==> config.mk <==
export PLATFORM = sky130hd
export DESIGN_NAME = stuffed_crc_frame_encoder_unit
export DESIGN_NICKNAME = d
export VERILOG_FILES = /design/src/hdl/sfe_pkg.sv /design/src/hdl/sfe_front.sv /design/src/hdl/sfe_queue.sv /design/src/hdl/sfe_back.sv /design/src/hdl/stuffed_crc_frame_encoder_unit.sv
export VERILOG_INCLUDE_DIRS = /design/src /design/src/hdl
export SDC_FILE = /design/constraint.sdc
export NUM_CORES = 1
export LEC_CHECK = 0
export ABC_AREA = 1
export CAP_MARGIN = 20
export CORE_UTILIZATION = 30
export CTS_CLUSTER_SIZE = 20
export DETAILED_ROUTE_END_ITERATION = 10
export DONT_BUFFER_PORTS = 1
export GPL_TIMING_DRIVEN = 1
export PLACE_DENSITY_LB_ADDON = 0.05
export SLEW_MARGIN = 40
export SYNTH_ARGS = -nofsm -noshare
export SYNTH_HDL_FRONTEND = slang
export SYNTH_HIERARCHICAL = 1
export SYNTH_SLANG_ARGS = --single-unit
==> constraint.sdc <==
create_clock -name clock -period 11.5 [get_ports clock]
set_clock_uncertainty 0.2 [all_clocks]
set_input_delay 1.15 -clock clock [delete_from_list [all_inputs] [get_ports clock]]
set_output_delay 1.15 -clock clock [all_outputs]
set_load 0.01 [all_outputs]
==> src/hdl/stuffed_crc_frame_encoder_unit_assert.svh <==
// Assertion macros shared by the frame encoder modules.
`ifndef STUFFED_CRC_FRAME_ENCODER_UNIT_ASSERT_SVH
`define STUFFED_CRC_FRAME_ENCODER_UNIT_ASSERT_SVH
`ifndef NO_ASSERTIONS
// Check prop at every rising clock edge outside reset.
`define SFE_ASSERT(label, clk, rst, prop) \
   label: assert property (@(posedge clk) disable iff (rst) prop) \
      else $error("frame encoder check failed");
// Check that post holds in the cycle after pre.
`define SFE_ASSERT_NEXT(label, clk, rst, pre, post) \
   label: assert property (@(posedge clk) disable iff (rst) (pre) |=> (post)) \
      else $error("frame encoder sequence check failed");
`else
`define SFE_ASSERT(label, clk, rst, prop)
`define SFE_ASSERT_NEXT(label, clk, rst, pre, post)
`endif
`endif

==> src/hdl/sfe_pkg.sv <==
package sfe_pkg;

   // Request kinds
   localparam logic KIND_START = 1'b0;
   localparam logic KIND_DATA  = 1'b1;

   // Wire codes
   localparam logic [7:0] MARK_BYTE  = 8'hC0;
   localparam logic [7:0] ESC_BYTE   = 8'hDB;
   localparam logic [7:0] ESC_MARK   = 8'hDC;
   localparam logic [7:0] ESC_ESC    = 8'hDD;
   localparam logic [7:0] BOARD_FLAG = 8'h80;
   localparam logic [7:0] LEN_HI_MSK = 8'h7F;

   // CRC-16 settings
   localparam logic [15:0] CRC_POLY   = 16'h8005;
   localparam logic [15:0] CRC_INIT   = 16'hFFFF;
   localparam logic [15:0] CRC_XOROUT = 16'hFFFF;

   localparam int QUEUE_DEPTH = 4;

   typedef struct packed {
      logic        kind;
      logic [6:0]  board;
      logic [7:0]  element;
      logic [7:0]  command;
      logic [14:0] length;
      logic [7:0]  data_byte;
   } req_type;

   typedef struct packed {
      logic [7:0] out_byte;
      logic       run_last;
      logic       frame_end;
   } rsp_type;

   // One classified request on its way to the back end
   typedef struct packed {
      req_type req;
      logic    closes;
   } desc_type;

   // Advance the CRC over one byte, MSB first
   function automatic logic [15:0] crc_byte(input logic [15:0] crc, input logic [7:0] b);
      logic [15:0] c;
      c = crc ^ {b, 8'h00};
      for (int i = 0; i < 8; i++) begin
         if (c[15]) begin
            c = {c[14:0], 1'b0} ^ CRC_POLY;
         end else begin
            c = {c[14:0], 1'b0};
         end
      end
      return c;
   endfunction

endpackage

==> src/hdl/sfe_front.sv <==
module sfe_front (
   input  logic              clock,
   input  logic              reset,
   input  logic              req_valid,
   input  sfe_pkg::req_type  req_data,
   output logic              req_stall,
   input  logic              q_full,
   output logic              q_push,
   output sfe_pkg::desc_type q_desc
);

   logic        frame_open_ff, frame_open_in;
   logic [14:0] bytes_left_ff, bytes_left_in;
   logic        accept;
   logic        keep;
   logic        closes;

   // Classify the request and track the open frame
   always_comb begin
      accept        = req_valid && !q_full;
      keep          = 1'b0;
      closes        = 1'b0;
      frame_open_in = frame_open_ff;
      bytes_left_in = bytes_left_ff;
      if (req_data.kind == sfe_pkg::KIND_START) begin
         keep   = 1'b1;
         closes = (req_data.length == 15'd0);
         if (accept) begin
            frame_open_in = !closes;
            bytes_left_in = closes ? 15'd0 : req_data.length;
         end
      end else begin
         keep   = frame_open_ff;
         closes = (bytes_left_ff == 15'd1);
         if (accept && frame_open_ff) begin
            frame_open_in = !closes;
            bytes_left_in = bytes_left_ff - 15'd1;
         end
      end
   end

   assign req_stall     = q_full;
   assign q_push        = accept && keep;
   assign q_desc.req    = req_data;
   assign q_desc.closes = closes;

   always_ff @(posedge clock) begin
      if (reset) begin
         frame_open_ff <= 1'b0;
         bytes_left_ff <= 15'd0;
      end else begin
         frame_open_ff <= frame_open_in;
         bytes_left_ff <= bytes_left_in;
      end
   end

endmodule

==> src/hdl/sfe_queue.sv <==
`include "stuffed_crc_frame_encoder_unit_assert.svh"
module sfe_queue #(
   parameter int DEPTH = sfe_pkg::QUEUE_DEPTH
) (
   input  logic              clock,
   input  logic              reset,
   input  logic              push,
   input  sfe_pkg::desc_type push_desc,
   output logic              full,
   output logic              head_valid,
   output sfe_pkg::desc_type head_desc,
   input  logic              pop
);

   localparam int PTR_W = (DEPTH > 1) ? $clog2(DEPTH) : 1;
   localparam int CNT_W = $clog2(DEPTH + 1);

   sfe_pkg::desc_type entries_ff [DEPTH];
   logic [PTR_W-1:0]  wr_ptr_ff, wr_ptr_in;
   logic [PTR_W-1:0]  rd_ptr_ff, rd_ptr_in;
   logic [CNT_W-1:0]  count_ff, count_in;

   // Advance pointers and occupancy
   always_comb begin
      wr_ptr_in = wr_ptr_ff;
      rd_ptr_in = rd_ptr_ff;
      count_in  = count_ff;
      if (push) begin
         wr_ptr_in = (wr_ptr_ff == PTR_W'(DEPTH - 1)) ? '0 : wr_ptr_ff + 1'b1;
      end
      if (pop) begin
         rd_ptr_in = (rd_ptr_ff == PTR_W'(DEPTH - 1)) ? '0 : rd_ptr_ff + 1'b1;
      end
      if (push && !pop) begin
         count_in = count_ff + 1'b1;
      end else if (pop && !push) begin
         count_in = count_ff - 1'b1;
      end
   end

   assign full       = (count_ff == CNT_W'(DEPTH));
   assign head_valid = (count_ff != '0);
   assign head_desc  = entries_ff[rd_ptr_ff];

   always_ff @(posedge clock) begin
      if (push) begin
         entries_ff[wr_ptr_ff] <= push_desc;
      end
   end

   always_ff @(posedge clock) begin
      if (reset) begin
         wr_ptr_ff <= '0;
         rd_ptr_ff <= '0;
         count_ff  <= '0;
      end else begin
         wr_ptr_ff <= wr_ptr_in;
         rd_ptr_ff <= rd_ptr_in;
         count_ff  <= count_in;
      end
   end

   `SFE_ASSERT(a_q_push_room, clock, reset, push |-> !full)
   `SFE_ASSERT(a_q_pop_data, clock, reset, pop |-> head_valid)
   `SFE_ASSERT_NEXT(a_q_count_up, clock, reset, push && !pop, count_ff == $past(count_ff) + 1'b1)

endmodule

==> src/hdl/sfe_back.sv <==
`include "stuffed_crc_frame_encoder_unit_assert.svh"
module sfe_back (
   input  logic              clock,
   input  logic              reset,
   input  logic              head_valid,
   input  sfe_pkg::desc_type head_desc,
   output logic              pop,
   output logic              rsp_valid,
   output sfe_pkg::rsp_type  rsp_data,
   input  logic              rsp_stall
);

   typedef enum logic [9:0] {
      ST_IDLE  = 10'b0000000001,
      ST_MARK  = 10'b0000000010,
      ST_BOARD = 10'b0000000100,
      ST_ELEM  = 10'b0000001000,
      ST_CMD   = 10'b0000010000,
      ST_LENH  = 10'b0000100000,
      ST_LENL  = 10'b0001000000,
      ST_DATA  = 10'b0010000000,
      ST_CRCH  = 10'b0100000000,
      ST_CRCL  = 10'b1000000000
   } state_type;

   state_type         state_ff, state_in;
   sfe_pkg::desc_type desc_ff, desc_in;
   logic [15:0]       crc_ff, crc_in;
   logic              esc_ff, esc_in;
   logic [7:0]        esc_byte_ff, esc_byte_in;
   logic              rsp_valid_ff, rsp_valid_in;
   sfe_pkg::rsp_type  rsp_data_ff, rsp_data_in;

   logic        out_free;
   logic [15:0] crc_fin;
   logic [7:0]  raw;
   state_type   next_state;
   logic        last_raw;
   logic        feeds_crc;
   logic        need_stuff;
   logic        advance;
   logic        load_next;

   // Pick the unstuffed byte and the step after it
   always_comb begin
      crc_fin    = crc_ff ^ sfe_pkg::CRC_XOROUT;
      raw        = 8'h00;
      next_state = ST_IDLE;
      last_raw   = 1'b0;
      feeds_crc  = 1'b1;
      case (state_ff)
         ST_MARK: begin
            raw        = sfe_pkg::MARK_BYTE;
            next_state = ST_BOARD;
            feeds_crc  = 1'b0;
         end
         ST_BOARD: begin
            raw        = {1'b0, desc_ff.req.board} | sfe_pkg::BOARD_FLAG;
            next_state = ST_ELEM;
         end
         ST_ELEM: begin
            raw        = desc_ff.req.element;
            next_state = ST_CMD;
         end
         ST_CMD: begin
            raw        = desc_ff.req.command;
            next_state = ST_LENH;
         end
         ST_LENH: begin
            raw        = {1'b0, desc_ff.req.length[14:8]} & sfe_pkg::LEN_HI_MSK;
            next_state = ST_LENL;
         end
         ST_LENL: begin
            raw        = desc_ff.req.length[7:0];
            next_state = ST_CRCH;
            last_raw   = !desc_ff.closes;
         end
         ST_DATA: begin
            raw        = desc_ff.req.data_byte;
            next_state = ST_CRCH;
            last_raw   = !desc_ff.closes;
         end
         ST_CRCH: begin
            raw        = crc_fin[15:8];
            next_state = ST_CRCL;
            feeds_crc  = 1'b0;
         end
         ST_CRCL: begin
            raw       = crc_fin[7:0];
            last_raw  = 1'b1;
            feeds_crc = 1'b0;
         end
         default: begin
            feeds_crc = 1'b0;
         end
      endcase
      need_stuff = (state_ff != ST_MARK) &&
                   ((raw == sfe_pkg::MARK_BYTE) || (raw == sfe_pkg::ESC_BYTE));
   end

   // Emit one wire byte per free output slot and load the next request
   always_comb begin
      out_free     = !rsp_valid_ff || !rsp_stall;
      state_in     = state_ff;
      desc_in      = desc_ff;
      crc_in       = crc_ff;
      esc_in       = esc_ff;
      esc_byte_in  = esc_byte_ff;
      rsp_valid_in = rsp_valid_ff && rsp_stall;
      rsp_data_in  = rsp_data_ff;
      advance      = 1'b0;
      load_next    = (state_ff == ST_IDLE);
      pop          = 1'b0;

      if ((state_ff != ST_IDLE) && out_free) begin
         rsp_valid_in = 1'b1;
         if (esc_ff) begin
            rsp_data_in.out_byte = esc_byte_ff;
            esc_in               = 1'b0;
            advance              = 1'b1;
         end else if (need_stuff) begin
            rsp_data_in.out_byte = sfe_pkg::ESC_BYTE;
            esc_in               = 1'b1;
            esc_byte_in          = (raw == sfe_pkg::MARK_BYTE) ? sfe_pkg::ESC_MARK
                                                               : sfe_pkg::ESC_ESC;
         end else begin
            rsp_data_in.out_byte = raw;
            advance              = 1'b1;
         end
         rsp_data_in.run_last  = advance && last_raw;
         rsp_data_in.frame_end = advance && (state_ff == ST_CRCL);
         if (advance) begin
            if (feeds_crc) begin
               crc_in = sfe_pkg::crc_byte(crc_ff, raw);
            end
            if (last_raw) begin
               load_next = 1'b1;
            end else begin
               state_in = next_state;
            end
         end
      end

      if (load_next) begin
         if (head_valid) begin
            pop     = 1'b1;
            desc_in = head_desc;
            if (head_desc.req.kind == sfe_pkg::KIND_START) begin
               state_in = ST_MARK;
               crc_in   = sfe_pkg::CRC_INIT;
            end else begin
               state_in = ST_DATA;
            end
         end else begin
            state_in = ST_IDLE;
         end
      end
   end

   assign rsp_valid = rsp_valid_ff;
   assign rsp_data  = rsp_data_ff;

   always_ff @(posedge clock) begin
      desc_ff     <= desc_in;
      esc_byte_ff <= esc_byte_in;
      rsp_data_ff <= rsp_data_in;
   end

   always_ff @(posedge clock) begin
      if (reset) begin
         state_ff     <= ST_IDLE;
         crc_ff       <= sfe_pkg::CRC_INIT;
         esc_ff       <= 1'b0;
         rsp_valid_ff <= 1'b0;
      end else begin
         state_ff     <= state_in;
         crc_ff       <= crc_in;
         esc_ff       <= esc_in;
         rsp_valid_ff <= rsp_valid_in;
      end
   end

   `SFE_ASSERT(a_esc_after_db, clock, reset, esc_ff |-> rsp_data_ff.out_byte == sfe_pkg::ESC_BYTE)
   `SFE_ASSERT(a_end_is_last, clock, reset, rsp_valid_ff && rsp_data_ff.frame_end |-> rsp_data_ff.run_last)
   `SFE_ASSERT(a_idle_no_esc, clock, reset, state_ff == ST_IDLE |-> !esc_ff)

endmodule

==> src/hdl/stuffed_crc_frame_encoder_unit.sv <==
// Byte-stuffed serial frame encoder with CRC-16 (poly 0x8005, init/xorout 0xFFFF).
// Request channel (req_valid/req_stall/req_data): a start request emits the mark
// byte and five stuffed header bytes; a data request emits one stuffed payload
// byte. The CRC pair follows the last payload byte, or the header at length zero.
// Data requests with no open frame are dropped; a start abandons an open frame.
// Response channel (rsp_valid/rsp_stall/rsp_data): one wire byte per transfer,
// run_last marks the last byte of a request, frame_end the final CRC byte.
// The front end classifies requests into a small queue; the back end expands each
// into wire bytes and stuffs them, one byte per cycle from its output register
// while the response is not stalled. With the back end idle, an accepted request
// passes the queue entry and the back-end state before its first byte is output.
// Bytes per request: 1 or 2 for data, up to 4 more with CRC, 6 to 14 for a start.
// A stalled response holds its byte; requests keep entering until the queue fills.
// Reset clears the queue, the open frame and any pending output.
module stuffed_crc_frame_encoder_unit #(
   parameter int QUEUE_DEPTH = sfe_pkg::QUEUE_DEPTH
) (
   input  logic             clock,
   input  logic             reset,
   input  logic             req_valid,
   output logic             req_stall,
   input  sfe_pkg::req_type req_data,
   output logic             rsp_valid,
   input  logic             rsp_stall,
   output sfe_pkg::rsp_type rsp_data
);

   logic              q_full;
   logic              q_push;
   sfe_pkg::desc_type q_desc;
   logic              head_valid;
   sfe_pkg::desc_type head_desc;
   logic              q_pop;

   sfe_front u_front (
      .clock     (clock),
      .reset     (reset),
      .req_valid (req_valid),
      .req_data  (req_data),
      .req_stall (req_stall),
      .q_full    (q_full),
      .q_push    (q_push),
      .q_desc    (q_desc)
   );

   sfe_queue #(
      .DEPTH (QUEUE_DEPTH)
   ) u_queue (
      .clock      (clock),
      .reset      (reset),
      .push       (q_push),
      .push_desc  (q_desc),
      .full       (q_full),
      .head_valid (head_valid),
      .head_desc  (head_desc),
      .pop        (q_pop)
   );

   sfe_back u_back (
      .clock      (clock),
      .reset      (reset),
      .head_valid (head_valid),
      .head_desc  (head_desc),
      .pop        (q_pop),
      .rsp_valid  (rsp_valid),
      .rsp_data   (rsp_data),
      .rsp_stall  (rsp_stall)
   );

endmodule

## Yosys cells after proc, flatten, opt, wreduce, memory -nomap -nowiden

Memory sizes are Yosys's and may differ from the RTL's. A register that Yosys moved wholly into a read port is not among the register bits.
Index checks and enable logic that the tools add are counted.

- $add $sub $neg: 5
- Eq/ne operators: 20
- Multiplexer cells: 76
- Bitwise operators: 11
- Reduce and logical (&&, ||, !) cells: 32

Operators with widths:

| kind | count |
|---|---|
| two-way mux 16 bit | 35 |
| case mux 8 bit (9 select lines) | 1 |
| case mux 10 bit (7 select lines) | 1 |
| two-way mux 15 bit | 4 |
| two-way mux 10 bit | 4 |
| two-way mux 8 bit | 4 |
| NOT 3 bit | 8 |
| two-way mux 1 bit | 20 |
| equality test 8 bit (second input constant) | 2 |
| NOT 16 bit | 1 |
| XOR 16 bit | 1 |
| equality test 15 x 1 -> 1 bit (second input constant) | 1 |
| zero test 15 bit | 1 |
| subtractor 15 x 1 -> 15 bit (second input constant) | 1 |
| equality test 10 x 1 -> 1 bit (second input constant) | 1 |
| equality test 10 bit (second input constant) | 1 |
| equality test 10 x 2 -> 1 bit (second input constant) | 1 |
| equality test 10 x 3 -> 1 bit (second input constant) | 1 |
| equality test 10 x 4 -> 1 bit (second input constant) | 1 |
| equality test 10 x 5 -> 1 bit (second input constant) | 1 |
| equality test 10 x 6 -> 1 bit (second input constant) | 1 |
| equality test 10 x 7 -> 1 bit (second input constant) | 1 |
| equality test 10 x 8 -> 1 bit (second input constant) | 1 |
| equality test 10 x 9 -> 1 bit (second input constant) | 1 |
| other kinds (22) | 50 |

- Register bits after elaboration: 116
- Memory bits (writable): 192
- Output and inout bits: 12
- Logic and storage cells: 164
- Memories kept: 1

Memories:

| memory | depth | width | rd ports | clocked after Yosys merged registers in | write ports | line | RTL |
|---|---|---|---|---|---|---|---|
| u_queue.entries_ff | 4 | 48 | 1 | 1 | 1 | sfe_queue.sv:18 | `sfe_pkg::desc_type entries_ff [DEPTH];` |

## Logic depth before layout (Yosys ltp)

- Depth in word-level cells: 48
- Depth in mapped cells: 26
- Gate-level depth less buffers: 26

## By module

The synthesis kept the hierarchy.

By module, submodules not included:

| module | times used | cells each | area an instance (sq um) |
|---|---|---|---|
| sfe_queue | 1 | 525 | 7,637.3 |
| sfe_back | 1 | 508 | 4,652.0 |
| sfe_front | 1 | 246 | 1,554.0 |

## Worst setup path before layout

Ideal clock, no wire load.

- Path kind: register -> register
- From: register u_back.state_ff[6]
- To: register u_queue.count_ff[1]
- Data arrival time: 3.860 ns
- Required time: 11.184 ns
- Path slack: 7.324 ns
- Stages on the path, launching flop included: 23
- Buffers on the path: 0
- Clock period less this slack: 4.176 ns
- Cells stage by stage: dfxtp_1 -> nor2_8 -> nand2_8 -> nor2_8 -> nand2_4 -> inv_2 -> nand2_2 -> nand2_1 -> nor2_1 -> nor3b_2 -> o21ai_1 -> nor2_1 -> nand2_1 -> nand2_2 -> nand3_4 -> nand4_4 -> inv_1 -> inv_1 -> ha_1 -> inv_1 -> fa_1 -> o21ai_0 -> nor2_1

- Longest elaborated chain between the ends: 14

Ends and longest elaborated chain:

| what | line | RTL |
|---|---|---|
| start, declared | sfe_back.sv:26 | `state_type state_ff, state_in;` |
| start signal, assigned | sfe_back.sv:176 | `state_ff <= state_in;` |
| equality test 10 bit, or another cell as far along | sfe_back.sv:51 | `case (state_ff)` |
| case mux 8 bit (9 select lines) | sfe_back.sv:51 |  |
| equality test 8 bit | sfe_back.sv:98 | `((raw == sfe_pkg::MARK_BYTE) \|\| (raw == sfe_pkg::ESC_BYTE));` |
| logical OR 1 bit | sfe_back.sv:98 |  |
| logical AND 1 bit | sfe_back.sv:97 | `need_stuff = (state_ff != ST_MARK) &&` |
| two-way mux 1 bit | sfe_back.sv:121 | `end else if (need_stuff) begin` |
| two-way mux 1 bit | sfe_back.sv:117 | `if (esc_ff) begin` |
| two-way mux 1 bit | sfe_back.sv:115 | `if ((state_ff != ST_IDLE) && out_free) begin` |
| two-way mux 1 bit | sfe_back.sv:132 | `if (advance) begin` |
| two-way mux 1 bit * | sfe_back.sv:115 |  |
| two-way mux 1 bit * | sfe_back.sv:144 | `if (load_next) begin` |
| net q_pop | stuffed_crc_frame_encoder_unit.sv:33 | `logic q_pop;` |
| zero test 1 bit * | sfe_queue.sv:34 | `if (push && !pop) begin` |
| logical AND 1 bit * | sfe_queue.sv:34 |  |
| two-way mux 3 bit * | sfe_queue.sv:34 |  |
| net u_queue.count_in[1] | sfe_queue.sv:21 | `logic [CNT_W-1:0] count_ff, count_in;` |
| end signal, assigned | sfe_queue.sv:59 | `count_ff <= count_in;` |
| end, declared | sfe_queue.sv:21 |  |

The timed path passes the listed nets; every way through them passes the cells marked *. The select of a mux whose other input is x is not followed.
A chain may end at the register's enable or synchronous reset.

## Worst setup path in the final report

Ends and elaborated chain as after synthesis.

==> results.json <==
{
  "worst_r2r_endpoint": "u_queue/count_ff[1]$_SDFFE_PP0P_",
  "cts_buffer_depth": 3,
  "drive_above_1_share": 0.148,
  "critPathMaxStageDelay_ns": 0.49,
  "ir_drop_v": 0.000108,
  "setup-tns-final_ns": 0,
  "dpl.hpwl_mm": 24.5,
  "finalCriticalPeriod_ns": 4.32,
  "grt_pass1_wl_mm": 55.0,
  "drtIter0Drc": 474,
  "critPathMaxFanout": 50,
  "clock_sinks": 303,
  "fin_area_mm2": 0.0152,
  "seq_area_frac_synth": 0.619,
  "timing.critical_path.to": "u_queue/count_ff[1]$_SDFFE_PP0P_",
  "placementRows": 78,
  "port_buffers": 0,
  "synth.distinct_cells": 55,
  "core-area_mm2": 0.0455,
  "pin_count": 63,
  "yosys_warnings": 6,
  "async_flop_share": 0,
  "critical_path_class": "flop to flop",
  "hp-class": "flop to flop",
  "die_w_um": 217,
  "cp_slowest_cell": "buf_4",
  "postCtsSetupRepairBufs": 0,
  "start_util": 0.304,
  "cp-start-kind": "flop",
  "antenna_found_initial": 0,
  "synth_top_area_cell": "edfxtp_1",
  "r2r_slack_ns": 7.18,
  "leakage_nw": 5.68,
  "clk_latency_ns": 0.55,
  "antenna_left": 0,
  "area_delta_synth_final_pct": 9.93,
  "mappedNetlistArea_mm2": 0.0138,
  "cts_resized": 0,
  "cts_hold_buf": 0,
  "grt_overflow_total": 0,
  "post_drt_wl_per_cell_um": 19.7,
  "grt_max_degree": 97,
  "endpoint_kind": "flop",
  "ys.flop_type": "edfxtp_1",
  "crit_chain": "nor2_8 > nand2_8 > nor2_8 > nand3_1 > nand2_1 > nor2_1 > nand3_2 > nand2_1 > nor3_2 > nand4_1 > nand2_2 > nand3_4 > nand4_4 > inv_2 > buf_4 > inv_1 > ha_1 > inv_1 > fa_1 > o21ai_0 > nor2_1",
  "cts_tree": "done",
  "synth_edf_count": 250,
  "clk_pin_slew_ns": 0.06,
  "grt_usage": 0.158,
  "synth_area_per_cell_um2": 10.8,
  "cts_made_buffers": 38,
  "startpoint": "u_back/state_ff[6]$_SDFFE_PP0P_",
  "route.vias.total": 8858,
  "rr_worst_depth": 21,
  "hold_viol_final": 0,
  "r2r_start": "u_back/state_ff[6]$_SDFFE_PP0P_",
  "cts_root_buf": "clkbuf_16",
  "syn_inst": 1279,
  "drc_errors": 0,
  "first_pass_iters": 4,
  "antennaDiodeCount": 0,
  "place_congestion": 0.890,
  "pwr_density_cell_mw_per_mm2": 233,
  "num-nets-final": 1298,
  "wl_mm": 36.8,
  "slew_viol_final": 0,
  "die_area_mm2": 0.0470,
  "placed_area_mm2": 0.0140,
  "yosys-top-cells-area": "edfxtp_1, dfxtp_1, o21ai_0, nor2_1, nand2_1",
  "cp.arrival_ns": 4.55,
  "fin_crit_sh": 0.376,
  "max_freq_ghz": 0.231,
  "worstMarginPinSlew_ns": 0.847,
  "status": "finished clean",
  "crit_required_ns": 11.73,
  "grt_pass1_vias": 8669,
  "relSlewSlack": 0.435,
  "syn_nets": 1339,
  "routed_via_density": 4.74,
  "rsz0062_at_grt": "no",
  "setup_viol": 0,
  "synth-seq-cells": 303,
  "yosysTopAreaCellShare": 0.542,
  "cap_violations": 0,
  "h-tree-depth": 2,
  "die_h_um": 217
}
## routing by layer
layer  GRT usage  routed length, µm  vias up  part of all wire
li1            -                  -     4351                 -
met4      0.0446                793        0             0.022
met2       0.253              16900      170              0.46
met1       0.212              17400     4282              0.47
met5           0                  0        -                 0
met3      0.0365               1730       55             0.047
## critical path, delay by kind of cell, from the launching register on
family | cells | cell delay, ns
buf+inv | 4 | 0.83
flops | 1 | 0.48
compound gates | 1 | 0.17
fa+ha+maj | 2 | 0.64
simple gates | 14 | 1.83
## cell families (layout without fill, tap and decap cells)
group | after synthesis | after routing | share of synthesized area
DFF | 303 | 303 | 0.619
buffers and inverters | 212 | 201 | 0.0822
AOI/OAI and AO/OA | 263 | 263 | 0.109
and+or+nand+nor | 479 | 479 | 0.172
xor gates and xnor gates | 13 | 13 | 0.00931
adders and majority gates | 9 | 9 | 0.00868
## layout by cell type, fill, tap and decap left out, types with 6 or more instances in the layout
master and count:
edfxtp_1 250, nor2_1 156, nand2_1 140, o21ai_0 119
inv_1 96, nand3_1 72, o22ai_1 62, dfxtp_1 52
clkbuf_16 40, a21oi_1 36, inv_2 25, nor2_2 24
nand2_2 22, o21ai_1 21, nor3_1 14, nand4_1 12
clkbuf_1 9, nor2_4 9, nand2_4 9, buf_4 8
ha_1 8, clkinv_2 7, xor2_1 7, o211ai_2 6
o211ai_1 6
## metrics by stage
stage	setup WS (ns)	instances	total power [mW]	utilization	hold WS (ns)
6_report	7.18	1868	3.55	0.335	0.280
5_1_grt	6.80	1868	3.74	0.335	0.305
4_1_cts	7.15	1868	3.62	0.335	0.279
3_5_place_dp	7.18	1798	2.44	0.308	0.267
3_3_place_gp	7.19	1798	2.45	0.308	0.261
2_1_floorplan	7.32	1279	2.18	-	0.249
## flip-flops by register name, summed over array words and instances, names as in the netlist, named ones only
signal and cells:
u_back/crc_ff 16, u_front/frame_open_ff 1, u_back/esc_ff 1, u_queue/wr_ptr_ff 2, u_back/state_ff 10, u_back/esc_byte_ff 1
u_back/rsp_valid 1, u_back/desc_ff 47, u_back/rsp_data 10, u_queue/entries_ff 192, u_queue/count_ff 3, u_front/bytes_left_ff 15
u_queue/rd_ptr_ff 2
## synth_stat cells, types with 10 or more instances
| master | count |
|---|---|
| inv_2 | 21 |
| nand4_1 | 12 |
| a21oi_1 | 36 |
| o21ai_1 | 21 |
| buf_2 | 10 |
| edfxtp_1 | 250 |
| nand3_1 | 72 |
| nand2_1 | 140 |
| buf_6 | 10 |
| nor2_2 | 23 |
| nand2_2 | 22 |
| nor2_1 | 157 |
| o22ai_1 | 62 |
| dfxtp_1 | 53 |
| nor3_1 | 15 |
| inv_1 | 101 |
| o21ai_0 | 119 |
| buf_4 | 54 |
## report_power, final
| part | internal (mW) | leakage [nW] | switching (mW) |
|---|---|---|---|
| clock | 0.689 | 0.600 | 0.465 |
| combinational | 0.215 | 2.35 | 0.608 |
| sequential | 1.45 | 2.74 | 0.125 |
| total | 2.35 | 5.68 | 1.20 |
## cell type report
cell class / instances / area, µm²
Clock buffer: 53 / 1090
Clock inverter: 17 / 133
Fill cell: 4660 / 30300
Inverter: 123 / 468
Multi-Input combinational cell: 764 / 4150
Sequential cell: 303 / 8570
Tap cell: 600 / 751
Timing Repair Buffer: 8 / 60.1
## worst min path at each step
stage / startpoint / end / cells after the start
2_1_floorplan: u_back/crc_ff[10]$_SDFF_PP1_ / u_back/crc_ff[10]$_SDFF_PP1_ / 2
3_3_place_gp: u_back/crc_ff[10]$_SDFF_PP1_ / u_back/crc_ff[10]$_SDFF_PP1_ / 2
3_5_place_dp: u_back/crc_ff[11]$_SDFF_PP1_ / u_back/crc_ff[11]$_SDFF_PP1_ / 2
4_1_cts: u_back/crc_ff[11]$_SDFF_PP1_ / u_back/crc_ff[11]$_SDFF_PP1_ / 2
5_1_grt: u_back/crc_ff[11]$_SDFF_PP1_ / u_back/crc_ff[11]$_SDFF_PP1_ / 2
6_report: u_back/crc_ff[11]$_SDFF_PP1_ / u_back/crc_ff[11]$_SDFF_PP1_ / 2
Note: power is estimated with default switching activity, not from simulation.
